### src/rtl/assert_macros.svh
// Assertion macros used by the interval tracker datapath.
`ifndef ASSERT_MACROS_SVH
`define ASSERT_MACROS_SVH

// Check a property on every clock edge outside reset.
`define DIT_ASSERT(lbl, prop, msg) \
    lbl: assert property (@(posedge clk) disable iff (!rst_n) (prop)) else $error(msg);

// Check an implication on every clock edge outside reset.
`define DIT_ASSERT_IMP(lbl, pre, post, msg) \
    lbl: assert property (@(posedge clk) disable iff (!rst_n) (pre) |-> (post)) else $error(msg);

`endif

### src/rtl/dit_pkg.sv
// Shared types, codes and defaults of the disjoint interval tracker.
package dit_pkg;

    localparam int FIELD_W        = 31;
    localparam int STATUS_W       = 3;
    localparam int S_DATA_W       = 32;
    localparam int M_DATA_W       = 64;
    localparam int DEF_MAX_RANGES = 16;
    localparam int DEF_VALUE_BITS = 31;

    typedef enum logic [STATUS_W-1:0] {
        ST_ADDED     = 3'd0,
        ST_DUPLICATE = 3'd1,
        ST_FULL      = 3'd2,
        ST_LISTED    = 3'd3,
        ST_NONE      = 3'd4
    } dit_status_t;

    typedef enum logic [3:0] {
        S_IDLE,
        S_SCAN,
        S_DECIDE,
        S_DN_RD,
        S_DN_WR,
        S_UP_RD,
        S_UP_WR,
        S_LIST,
        S_DONE
    } dit_state_t;

    typedef enum logic [3:0] {
        OP_IDLE,
        OP_START,
        OP_SCAN_NEXT,
        OP_SCAN_END,
        OP_MERGE,
        OP_EXT_LOW,
        OP_EXT_HIGH,
        OP_UP_SETUP,
        OP_DN_RD,
        OP_DN_WR,
        OP_UP_RD,
        OP_UP_WR,
        OP_INSERT,
        OP_EMIT_LIST,
        OP_EMIT_CODE
    } dit_op_t;

    typedef struct packed {
        dit_op_t     op;
        dit_status_t code;
    } dit_cmd_t;

    typedef struct packed {
        logic req_list;
        logic count_zero;
        logic scan_hit;
        logic dup;
        logic join_low;
        logic join_high;
        logic full;
        logic dn_more;
        logic up_more;
        logic list_last;
        logic out_free;
    } dit_stat_t;

endpackage

### src/rtl/disjoint_interval_tracker.sv
// Top level of the disjoint interval tracker.
//
// Slave channel: s_tuser selects the request (0 add, 1 list), s_tdata holds the value.
// Master channel: s_tuser-style kind in m_tuser (status code), interval bounds in
// m_tdata, m_tlast on the final result of each request.
// One request is worked on at a time; s_tready is high only while the sequencer idles.
// Add: a scan up to the insert slot p, a decide step, then on a merge or an insert a
// read and a write per table entry moved, one closing step and a load of the result.
// List: one result per cycle while the result register is free; the rate is set by
// the single read port of the interval table RAM.
// A held result sits in the output register; the next request is taken meanwhile
// and waits only when it has a result to load while m_tready stays low.
// Reset empties the table at once through the count; the RAM needs no clearing pass.
module disjoint_interval_tracker #(
    parameter int MAX_RANGES = dit_pkg::DEF_MAX_RANGES,
    parameter int VALUE_BITS = dit_pkg::DEF_VALUE_BITS
) (
    input  logic                          clk,
    input  logic                          rst_n,
    input  logic                          s_tvalid,
    output logic                          s_tready,
    input  logic [dit_pkg::S_DATA_W-1:0]  s_tdata,  // value[30:0], zero pad
    input  logic                          s_tuser,  // req_type
    output logic                          m_tvalid,
    input  logic                          m_tready,
    output logic [dit_pkg::M_DATA_W-1:0]  m_tdata,  // interval_low[30:0], interval_high[61:31]
    output logic [dit_pkg::STATUS_W-1:0]  m_tuser,  // status
    output logic                          m_tlast   // last
);

    import dit_pkg::*;

    dit_cmd_t  cmd;
    dit_stat_t stat;

    dit_ctrl u_ctrl (
        .clk      (clk),
        .rst_n    (rst_n),
        .s_tvalid (s_tvalid),
        .s_tready (s_tready),
        .stat     (stat),
        .cmd      (cmd)
    );

    dit_datapath #(
        .MAX_RANGES (MAX_RANGES),
        .VALUE_BITS (VALUE_BITS)
    ) u_datapath (
        .clk      (clk),
        .rst_n    (rst_n),
        .s_tdata  (s_tdata),
        .s_tuser  (s_tuser),
        .cmd      (cmd),
        .stat     (stat),
        .m_tvalid (m_tvalid),
        .m_tready (m_tready),
        .m_tdata  (m_tdata),
        .m_tuser  (m_tuser),
        .m_tlast  (m_tlast)
    );

endmodule

### src/rtl/dit_ram.sv
// Generic single-write, single-read RAM with registered read data.
module dit_ram #(
    parameter int WIDTH = 8,
    parameter int DEPTH = 16,
    localparam int AW   = (DEPTH > 1) ? $clog2(DEPTH) : 1
) (
    input  logic             clk,
    input  logic             wr_en,
    input  logic [AW-1:0]    wr_addr,
    input  logic [WIDTH-1:0] wr_data,
    input  logic             rd_en,
    input  logic [AW-1:0]    rd_addr,
    output logic [WIDTH-1:0] rd_data
);

    logic [WIDTH-1:0] mem [DEPTH];
    logic [WIDTH-1:0] rd_data_reg;

    always_ff @(posedge clk)
    begin
        if (wr_en)
        begin
            mem[wr_addr] <= wr_data;
        end
        if (rd_en)
        begin
            rd_data_reg <= mem[rd_addr];
        end
    end

    assign rd_data = rd_data_reg;

endmodule

### src/rtl/dit_ctrl.sv
// Sequencer of the interval tracker: scan, merge, shift, insert and list steps.
module dit_ctrl (
    input  logic               clk,
    input  logic               rst_n,
    input  logic               s_tvalid,
    output logic               s_tready,
    input  dit_pkg::dit_stat_t stat,
    output dit_pkg::dit_cmd_t  cmd
);

    import dit_pkg::*;

    dit_state_t  state_reg, state_next;
    dit_status_t code_reg, code_next;

    always_ff @(posedge clk or negedge rst_n)
    begin
        if (!rst_n)
        begin
            state_reg <= S_IDLE;
            code_reg  <= ST_ADDED;
        end
        else
        begin
            state_reg <= state_next;
            code_reg  <= code_next;
        end
    end

    always_comb
    begin
        state_next = state_reg;
        code_next  = code_reg;
        case (state_reg)
            S_IDLE:
            begin
                if (s_tvalid)
                begin
                    if (!stat.req_list)
                    begin
                        state_next = S_SCAN;
                    end
                    else if (stat.count_zero)
                    begin
                        code_next  = ST_NONE;
                        state_next = S_DONE;
                    end
                    else
                    begin
                        state_next = S_LIST;
                    end
                end
            end
            S_SCAN:
            begin
                if (!stat.scan_hit)
                begin
                    state_next = S_DECIDE;
                end
            end
            S_DECIDE:
            begin
                code_next = ST_ADDED;
                if (stat.dup)
                begin
                    code_next  = ST_DUPLICATE;
                    state_next = S_DONE;
                end
                else if (stat.join_low && stat.join_high)
                begin
                    state_next = S_DN_RD;
                end
                else if (stat.join_low || stat.join_high)
                begin
                    state_next = S_DONE;
                end
                else if (stat.full)
                begin
                    code_next  = ST_FULL;
                    state_next = S_DONE;
                end
                else
                begin
                    state_next = S_UP_RD;
                end
            end
            S_DN_RD:
            begin
                state_next = stat.dn_more ? S_DN_WR : S_DONE;
            end
            S_DN_WR:
            begin
                state_next = S_DN_RD;
            end
            S_UP_RD:
            begin
                state_next = stat.up_more ? S_UP_WR : S_DONE;
            end
            S_UP_WR:
            begin
                state_next = S_UP_RD;
            end
            S_LIST:
            begin
                if (stat.out_free && stat.list_last)
                begin
                    state_next = S_IDLE;
                end
            end
            S_DONE:
            begin
                if (stat.out_free)
                begin
                    state_next = S_IDLE;
                end
            end
            default:
            begin
                state_next = S_IDLE;
            end
        endcase
    end

    always_comb
    begin
        cmd.op   = OP_IDLE;
        cmd.code = code_reg;
        s_tready = 1'b0;
        case (state_reg)
            S_IDLE:
            begin
                s_tready = 1'b1;
                if (s_tvalid)
                begin
                    cmd.op = OP_START;
                end
            end
            S_SCAN:
            begin
                cmd.op = stat.scan_hit ? OP_SCAN_NEXT : OP_SCAN_END;
            end
            S_DECIDE:
            begin
                if (stat.dup)
                begin
                    cmd.op = OP_IDLE;
                end
                else if (stat.join_low && stat.join_high)
                begin
                    cmd.op = OP_MERGE;
                end
                else if (stat.join_low)
                begin
                    cmd.op = OP_EXT_LOW;
                end
                else if (stat.join_high)
                begin
                    cmd.op = OP_EXT_HIGH;
                end
                else if (!stat.full)
                begin
                    cmd.op = OP_UP_SETUP;
                end
            end
            S_DN_RD:
            begin
                if (stat.dn_more)
                begin
                    cmd.op = OP_DN_RD;
                end
            end
            S_DN_WR:
            begin
                cmd.op = OP_DN_WR;
            end
            S_UP_RD:
            begin
                cmd.op = stat.up_more ? OP_UP_RD : OP_INSERT;
            end
            S_UP_WR:
            begin
                cmd.op = OP_UP_WR;
            end
            S_LIST:
            begin
                if (stat.out_free)
                begin
                    cmd.op = OP_EMIT_LIST;
                end
            end
            S_DONE:
            begin
                if (stat.out_free)
                begin
                    cmd.op = OP_EMIT_CODE;
                end
            end
            default:
            begin
                cmd.op = OP_IDLE;
            end
        endcase
    end

endmodule

### src/rtl/dit_datapath.sv
// Datapath of the interval tracker: interval table, scan registers, result register.
`include "assert_macros.svh"

module dit_datapath #(
    parameter int MAX_RANGES = dit_pkg::DEF_MAX_RANGES,
    parameter int VALUE_BITS = dit_pkg::DEF_VALUE_BITS
) (
    input  logic                          clk,
    input  logic                          rst_n,
    input  logic [dit_pkg::S_DATA_W-1:0]  s_tdata,
    input  logic                          s_tuser,
    input  dit_pkg::dit_cmd_t             cmd,
    output dit_pkg::dit_stat_t            stat,
    output logic                          m_tvalid,
    input  logic                          m_tready,
    output logic [dit_pkg::M_DATA_W-1:0]  m_tdata,
    output logic [dit_pkg::STATUS_W-1:0]  m_tuser,
    output logic                          m_tlast
);

    import dit_pkg::*;

    localparam int IDX_W = (MAX_RANGES > 1) ? $clog2(MAX_RANGES) : 1;
    localparam int CNT_W = $clog2(MAX_RANGES + 1);
    localparam int EXT_W = (VALUE_BITS > FIELD_W) ? VALUE_BITS : FIELD_W;
    localparam int ENT_W = 2 * VALUE_BITS;
    localparam logic [VALUE_BITS-1:0] VMAX    = '1;
    localparam logic [CNT_W-1:0]      MAX_CNT = CNT_W'(MAX_RANGES);

    logic [VALUE_BITS-1:0] v_reg;
    logic [CNT_W-1:0]      count_reg;
    logic [CNT_W-1:0]      idx_reg;
    logic [CNT_W-1:0]      p_reg;
    logic [CNT_W-1:0]      j_reg;
    logic [VALUE_BITS-1:0] prev_start_reg, prev_end_reg;
    logic [VALUE_BITS-1:0] cur_start_reg, cur_end_reg;
    logic                  out_valid_reg;
    dit_status_t           out_status_reg;
    logic [FIELD_W-1:0]    out_low_reg, out_high_reg;
    logic                  out_last_reg;

    logic [EXT_W-1:0]      v_ext, lo_ext, hi_ext;
    logic [VALUE_BITS-1:0] v_in;
    logic [VALUE_BITS-1:0] rd_start, rd_end;
    logic [CNT_W-1:0]      idx_plus1, p_minus1, j_plus1, j_minus1;
    logic                  wr_en, rd_en;
    logic [IDX_W-1:0]      wr_addr, rd_addr;
    logic [ENT_W-1:0]      wr_data, rd_data;
    logic                  load_out;

    assign v_ext     = EXT_W'(s_tdata[FIELD_W-1:0]);
    assign v_in      = v_ext[VALUE_BITS-1:0];
    assign rd_start  = rd_data[ENT_W-1:VALUE_BITS];
    assign rd_end    = rd_data[VALUE_BITS-1:0];
    assign lo_ext    = EXT_W'(rd_start);
    assign hi_ext    = EXT_W'(rd_end);
    assign idx_plus1 = idx_reg + 1'b1;
    assign p_minus1  = p_reg - 1'b1;
    assign j_plus1   = j_reg + 1'b1;
    assign j_minus1  = j_reg - 1'b1;
    assign load_out  = (cmd.op == OP_EMIT_LIST) || (cmd.op == OP_EMIT_CODE);

    dit_ram #(
        .WIDTH (ENT_W),
        .DEPTH (MAX_RANGES)
    ) u_table (
        .clk     (clk),
        .wr_en   (wr_en),
        .wr_addr (wr_addr),
        .wr_data (wr_data),
        .rd_en   (rd_en),
        .rd_addr (rd_addr),
        .rd_data (rd_data)
    );

    always_comb
    begin
        rd_en   = 1'b0;
        rd_addr = idx_reg[IDX_W-1:0];
        wr_en   = 1'b0;
        wr_addr = j_reg[IDX_W-1:0];
        wr_data = rd_data;
        case (cmd.op)
            OP_START:
            begin
                rd_en   = 1'b1;
                rd_addr = '0;
            end
            OP_SCAN_NEXT, OP_EMIT_LIST:
            begin
                rd_en   = 1'b1;
                rd_addr = idx_plus1[IDX_W-1:0];
            end
            OP_MERGE:
            begin
                wr_en   = 1'b1;
                wr_addr = p_minus1[IDX_W-1:0];
                wr_data = {prev_start_reg, cur_end_reg};
            end
            OP_EXT_LOW:
            begin
                wr_en   = 1'b1;
                wr_addr = p_minus1[IDX_W-1:0];
                wr_data = {prev_start_reg, v_reg};
            end
            OP_EXT_HIGH:
            begin
                wr_en   = 1'b1;
                wr_addr = p_reg[IDX_W-1:0];
                wr_data = {v_reg, cur_end_reg};
            end
            OP_DN_RD:
            begin
                rd_en   = 1'b1;
                rd_addr = j_plus1[IDX_W-1:0];
            end
            OP_UP_RD:
            begin
                rd_en   = 1'b1;
                rd_addr = j_minus1[IDX_W-1:0];
            end
            OP_DN_WR, OP_UP_WR:
            begin
                wr_en = 1'b1;
            end
            OP_INSERT:
            begin
                wr_en   = 1'b1;
                wr_addr = p_reg[IDX_W-1:0];
                wr_data = {v_reg, v_reg};
            end
            default:
            begin
                rd_en = 1'b0;
            end
        endcase
    end

    always_ff @(posedge clk or negedge rst_n)
    begin
        if (!rst_n)
        begin
            count_reg     <= '0;
            idx_reg       <= '0;
            p_reg         <= '0;
            j_reg         <= '0;
            out_valid_reg <= 1'b0;
        end
        else
        begin
            case (cmd.op)
                OP_START:     idx_reg   <= '0;
                OP_SCAN_NEXT: idx_reg   <= idx_plus1;
                OP_SCAN_END:  p_reg     <= idx_reg;
                OP_MERGE:
                begin
                    count_reg <= count_reg - 1'b1;
                    j_reg     <= p_reg;
                end
                OP_UP_SETUP:  j_reg     <= count_reg;
                OP_DN_WR:     j_reg     <= j_plus1;
                OP_UP_WR:     j_reg     <= j_minus1;
                OP_INSERT:    count_reg <= count_reg + 1'b1;
                OP_EMIT_LIST: idx_reg   <= idx_plus1;
                default:      j_reg     <= j_reg;
            endcase
            if (load_out)
            begin
                out_valid_reg <= 1'b1;
            end
            else if (m_tready)
            begin
                out_valid_reg <= 1'b0;
            end
        end
    end

    always_ff @(posedge clk)
    begin
        if (cmd.op == OP_START)
        begin
            v_reg <= v_in;
        end
        if (cmd.op == OP_SCAN_NEXT)
        begin
            prev_start_reg <= rd_start;
            prev_end_reg   <= rd_end;
        end
        if (cmd.op == OP_SCAN_END)
        begin
            cur_start_reg <= rd_start;
            cur_end_reg   <= rd_end;
        end
        if (cmd.op == OP_EMIT_LIST)
        begin
            out_status_reg <= ST_LISTED;
            out_low_reg    <= lo_ext[FIELD_W-1:0];
            out_high_reg   <= hi_ext[FIELD_W-1:0];
            out_last_reg   <= (idx_plus1 == count_reg);
        end
        else if (cmd.op == OP_EMIT_CODE)
        begin
            out_status_reg <= cmd.code;
            out_low_reg    <= '0;
            out_high_reg   <= '0;
            out_last_reg   <= 1'b1;
        end
    end

    always_comb
    begin
        stat.req_list   = s_tuser;
        stat.count_zero = (count_reg == '0);
        stat.scan_hit   = (idx_reg < count_reg) && (rd_start <= v_reg);
        stat.dup        = (p_reg != '0) && (prev_end_reg >= v_reg);
        stat.join_low   = (p_reg != '0) && (v_reg != '0)
                          && (prev_end_reg == v_reg - 1'b1);
        stat.join_high  = (p_reg < count_reg) && (v_reg != VMAX)
                          && (cur_start_reg == v_reg + 1'b1);
        stat.full       = (count_reg == MAX_CNT);
        stat.dn_more    = (j_reg < count_reg);
        stat.up_more    = (j_reg > p_reg);
        stat.list_last  = (idx_plus1 == count_reg);
        stat.out_free   = !out_valid_reg || m_tready;
    end

    assign m_tvalid = out_valid_reg;
    assign m_tdata  = M_DATA_W'({out_high_reg, out_low_reg});
    assign m_tuser  = out_status_reg;
    assign m_tlast  = out_last_reg;

    `DIT_ASSERT(a_count_range, count_reg <= MAX_CNT, "interval count above table depth")
    `DIT_ASSERT(a_count_step, (count_reg == $past(count_reg)) || (count_reg == CNT_W'($past(count_reg) + 1'b1)) || (count_reg == CNT_W'($past(count_reg) - 1'b1)), "interval count moved by more than one")
    `DIT_ASSERT_IMP(a_load_free, load_out, !out_valid_reg || m_tready, "result register overwritten while held")

endmodule
### config.mk
export PLATFORM = sky130hd
export DESIGN_NAME = disjoint_interval_tracker
export DESIGN_NICKNAME = d
export VERILOG_FILES = /design/src/rtl/dit_pkg.sv /design/src/rtl/disjoint_interval_tracker.sv /design/src/rtl/dit_ram.sv /design/src/rtl/dit_ctrl.sv /design/src/rtl/dit_datapath.sv
export VERILOG_INCLUDE_DIRS = /design/src /design/src/rtl
export SDC_FILE = /design/constraint.sdc
export NUM_CORES = 2
export LEC_CHECK = 0
export BUFFER_PORTS_ARGS = -buffer_cell sky130_fd_sc_hd__buf_2
export CAP_MARGIN = 20
export CORE_ASPECT_RATIO = 0.6
export CORE_MARGIN = 2
export CORE_UTILIZATION = 40
export CTS_CLUSTER_DIAMETER = 200
export CTS_CLUSTER_SIZE = 24
export DETAILED_ROUTE_END_ITERATION = 8
export HOLD_SLACK_MARGIN = 0.03
export PLACE_DENSITY = 0.55
export RECOVER_POWER = 50
export SLEW_MARGIN = 10
export SYNTH_ARGS = -nofsm -noshare
export SYNTH_HDL_FRONTEND = slang
export SYNTH_SLANG_ARGS = --single-unit
### constraint.sdc
create_clock -name clk -period 21.3 [get_ports clk]
set_input_delay 0 -clock clk [delete_from_list [all_inputs] [get_ports clk]]
set_output_delay 0 -clock clk [all_outputs]
set_load 0.05 [all_outputs]
==> flow_summary.ini <==
[power_and_ir_drop]
p_total_mw = 9.92
leakagePower_nw = 19.1
p_per_area_mw_per_mm2 = 167
peakVddDrop_uv = 280

[sta]
worstMarginPinSlew_ns = 4.66
finalClockSkew_ns = 0.0432
tns_ns = 0
hold_viol = 0
relSlewSlack = -2.11
finalMaxSlewViolations = 733
rsz0062_at_grt = false
max_freq_ghz = 0.0871
fin_crit_ns = 11.49
setup_viol = 0
finalCritPeriodShare = 0.539

[route]
drt-initial-drc-count = 5114
drt_first_pass_iters = 6
routed.top_layer = met4
drc_errors = 0
met1_length_mm = 76.3
vias_per_cell = 5.97
vias = 35300
wl_per_cell_microns = 27.9
finalWirelength_mm = 165
wl_met3_mm = 14.5
routed-wl-met2_mm = 71.3
antenna_left = 0

[clock_network]
worstSkewPairLatency_ns = 0.73
cts_tree = done
ctsResizeCount = 0
clkSinkCount = 1303
cts-root-buf = clkbuf_16
clkTransAtPathRegs_ns = 0.10
ctsLongestPathBuffers = 3
numCtsBuffers = 60
cts_htree_levels = 2
post_cts_buffers = 0

[yosys]
ys_seq_area_frac = 0.711
synth_edf_count = 1272
post-synth-top-area-cell = edfxtp_1
synthTopCellsByCount = edfxtp_1, nand2_1, a21oi_1
synth_top_area_share = 0.697
synthTopCellsByArea = edfxtp_1, nand2_1, a21oi_1
syn_area_per_cell_sq_um = 13.6
yosysUniqueCellTypes = 87
yosys_warnings = 0
synth_seq_cells = 1303
async_flop_share = 0.0215
synth_area_sq_mm = 0.0548
synth_top_family_by_area = compound AO/OA/AOI/OAI gates
yosys.cell_count.top_type = edfxtp_1
yosys.area_share.adder = 0.0211
muxShareOfSynthArea = 0.00190
ys.flop_type = edfxtp_1
synth_compound_area_frac = 0.124
synth-simple-area-share = 0.102
postSynthCellCount = 4025
synth-xor-area-share = 0.0158

[outcome]
status = finished with violations
failed_checks = max-capacitance violations, max-slew violations

[cells_and_area]
layout-drive-gt1-share = 0.0501
design_area_sq_mm = 0.0594
fill_cells = 12500
syn2layout_area_growth_pct = 8.42
nets = 4206
fin_util = 0.436
largest_reg_flops = 992

[die]
coreArea_sq_mm = 0.136
num_rows = 105
io_pins = 107
fp.dieW_microns = 482
dieArea_sq_mm = 0.140
initial_utilization = 0.402
die_h_microns = 291

[setup_path]
startpoint_type = register
path_class = reg -> reg
crit_fanout = 66
required_ns = 21.88
reg2reg_from = u_datapath.v_reg[7]
cp-startpoint = u_datapath.v_reg[7]
worstPathArrival_ns = 12.07
cp-end-kind = register

[min_path]
hold_class = in -> reg
min_from = s_tvalid

[job]
max-cap-violations = 21

[grt]
grt_use_total = 0.230
grt_pass1_vias = 32100
antenna_found_initial = 9
grt_pass1_wl_mm = 237
gr-total-overflow = 0
grt_max_degree = 221

[placement]
post-dp-hpwl_mm = 92.6
port_buffers = 103
placed_cell_area_sq_mm = 0.0574
gp_congestion = 0.972
-- routing by layer --
layer  vias up  GRT usage
met4         0     0.0382
met1     18100      0.366
met2      1639      0.334
met5         -          0
li1      15500          -
met3       145     0.0337
-- power breakdown --
part	internal [mW]	leakage, nW	switching (mW)
combinational	1.32	6.40	3.28
sequential	3.66	11.9	0.332
clock	0.523	0.792	0.798
total	5.51	19.1	4.41
-- worst max-delay path, stage by stage, from the launching register on --
cell	delay [ns]
edfxtp_1	1.02
inv_1	0.40
ha_1	0.40
nand4_1	0.12
a211o_1	0.29
a31oi_1	0.15
a211oi_1	0.10
o2111ai_1	0.55
and3_1	0.46
nand2_1	1.31
o21ai_0	2.13
clkbuf_1	2.56
buf_4	1.12
a21oi_1	0.10
a221o_1	0.38
nand3_1	0.10
-- logic make-up after synthesis --
kind of cell	Yosys count
compound gates	982
xor+xnor	97
fa+ha+maj	92
buf+inv	325
flops	1303
mux	9
other cells	1
simple gates	1216
-- metrics by stage --
stage | hold slack, ns | cells | setup WS (ns)
2_1_floorplan | -0.296 | 4026 | 11.35
3_3_place_gp | 0.0904 | 5763 | 13.58
3_5_place_dp | 0.0906 | 5763 | 13.55
4_1_cts | 0.291 | 5906 | 13.51
5_1_grt | 0.346 | 5908 | 9.46
6_report | 0.331 | 5910 | 9.81
-- path summary, 6_finish.rpt --
kind / slack (ns) / cells after the start / end
min in group asynchronous: 1.00 / 4 / u_datapath.j_reg[2]
worst min-delay path: 0.33 / 5 / u_ctrl.code_reg[1]
worst max register to register: 9.81 / 15 / u_datapath.u_table.rd_data[54]
worst max-delay path: 9.81 / 15 / u_datapath.u_table.rd_data[54]
worst min register to register: 0.51 / 2 / u_datapath.m_tuser[0]
max in group asynchronous: 19.30 / 4 / u_datapath.count_reg[0]
-- area by class of cell --
class / count / area (sq um) / share of cell area
sequential: 1303 / 39000 / 0.656
tap: 1819 / 2280 / 0.0383
multi-input combinational: 2398 / 14600 / 0.246
antenna: 2 / 5.00 / 0.0000843
inverter: 60 / 225 / 0.00379
timing repair buffer: 254 / 1700 / 0.0286
clock buffer: 71 / 1560 / 0.0263
clock inverter: 3 / 66.3 / 0.00112
-- repair_timing --
item                                    4_1_cts  5_1_grt
endpoints found under the setup margin        0        0
hold buffers                                 69        0
hold endpoints to repair                     69        0
-- cells in the final DEF, fill, tap and decap left out, types with 13 or more instances in the layout --
master,instances
xnor2_1,57
nor2b_1,14
and2_1,27
nand3_1,108
nor2_1,86
nor3_1,33
o21ai_0,48
or4_1,14
a21oi_1,425
or3_1,14
inv_1,60
a211oi_1,13
clkbuf_16,61
nor4_1,16
and2_0,42
clkbuf_1,104
ha_1,91
buf_2,34
dlygate4sd3_1,68
edfxtp_1,1272
xor2_1,39
nand2_1,747
o22ai_1,13
a221o_1,157
dfrtp_1,28
nand4_1,34
buf_4,53
a32oi_1,125
a22oi_1,95
a21o_1,16
(Power assumes the default switching activity.)
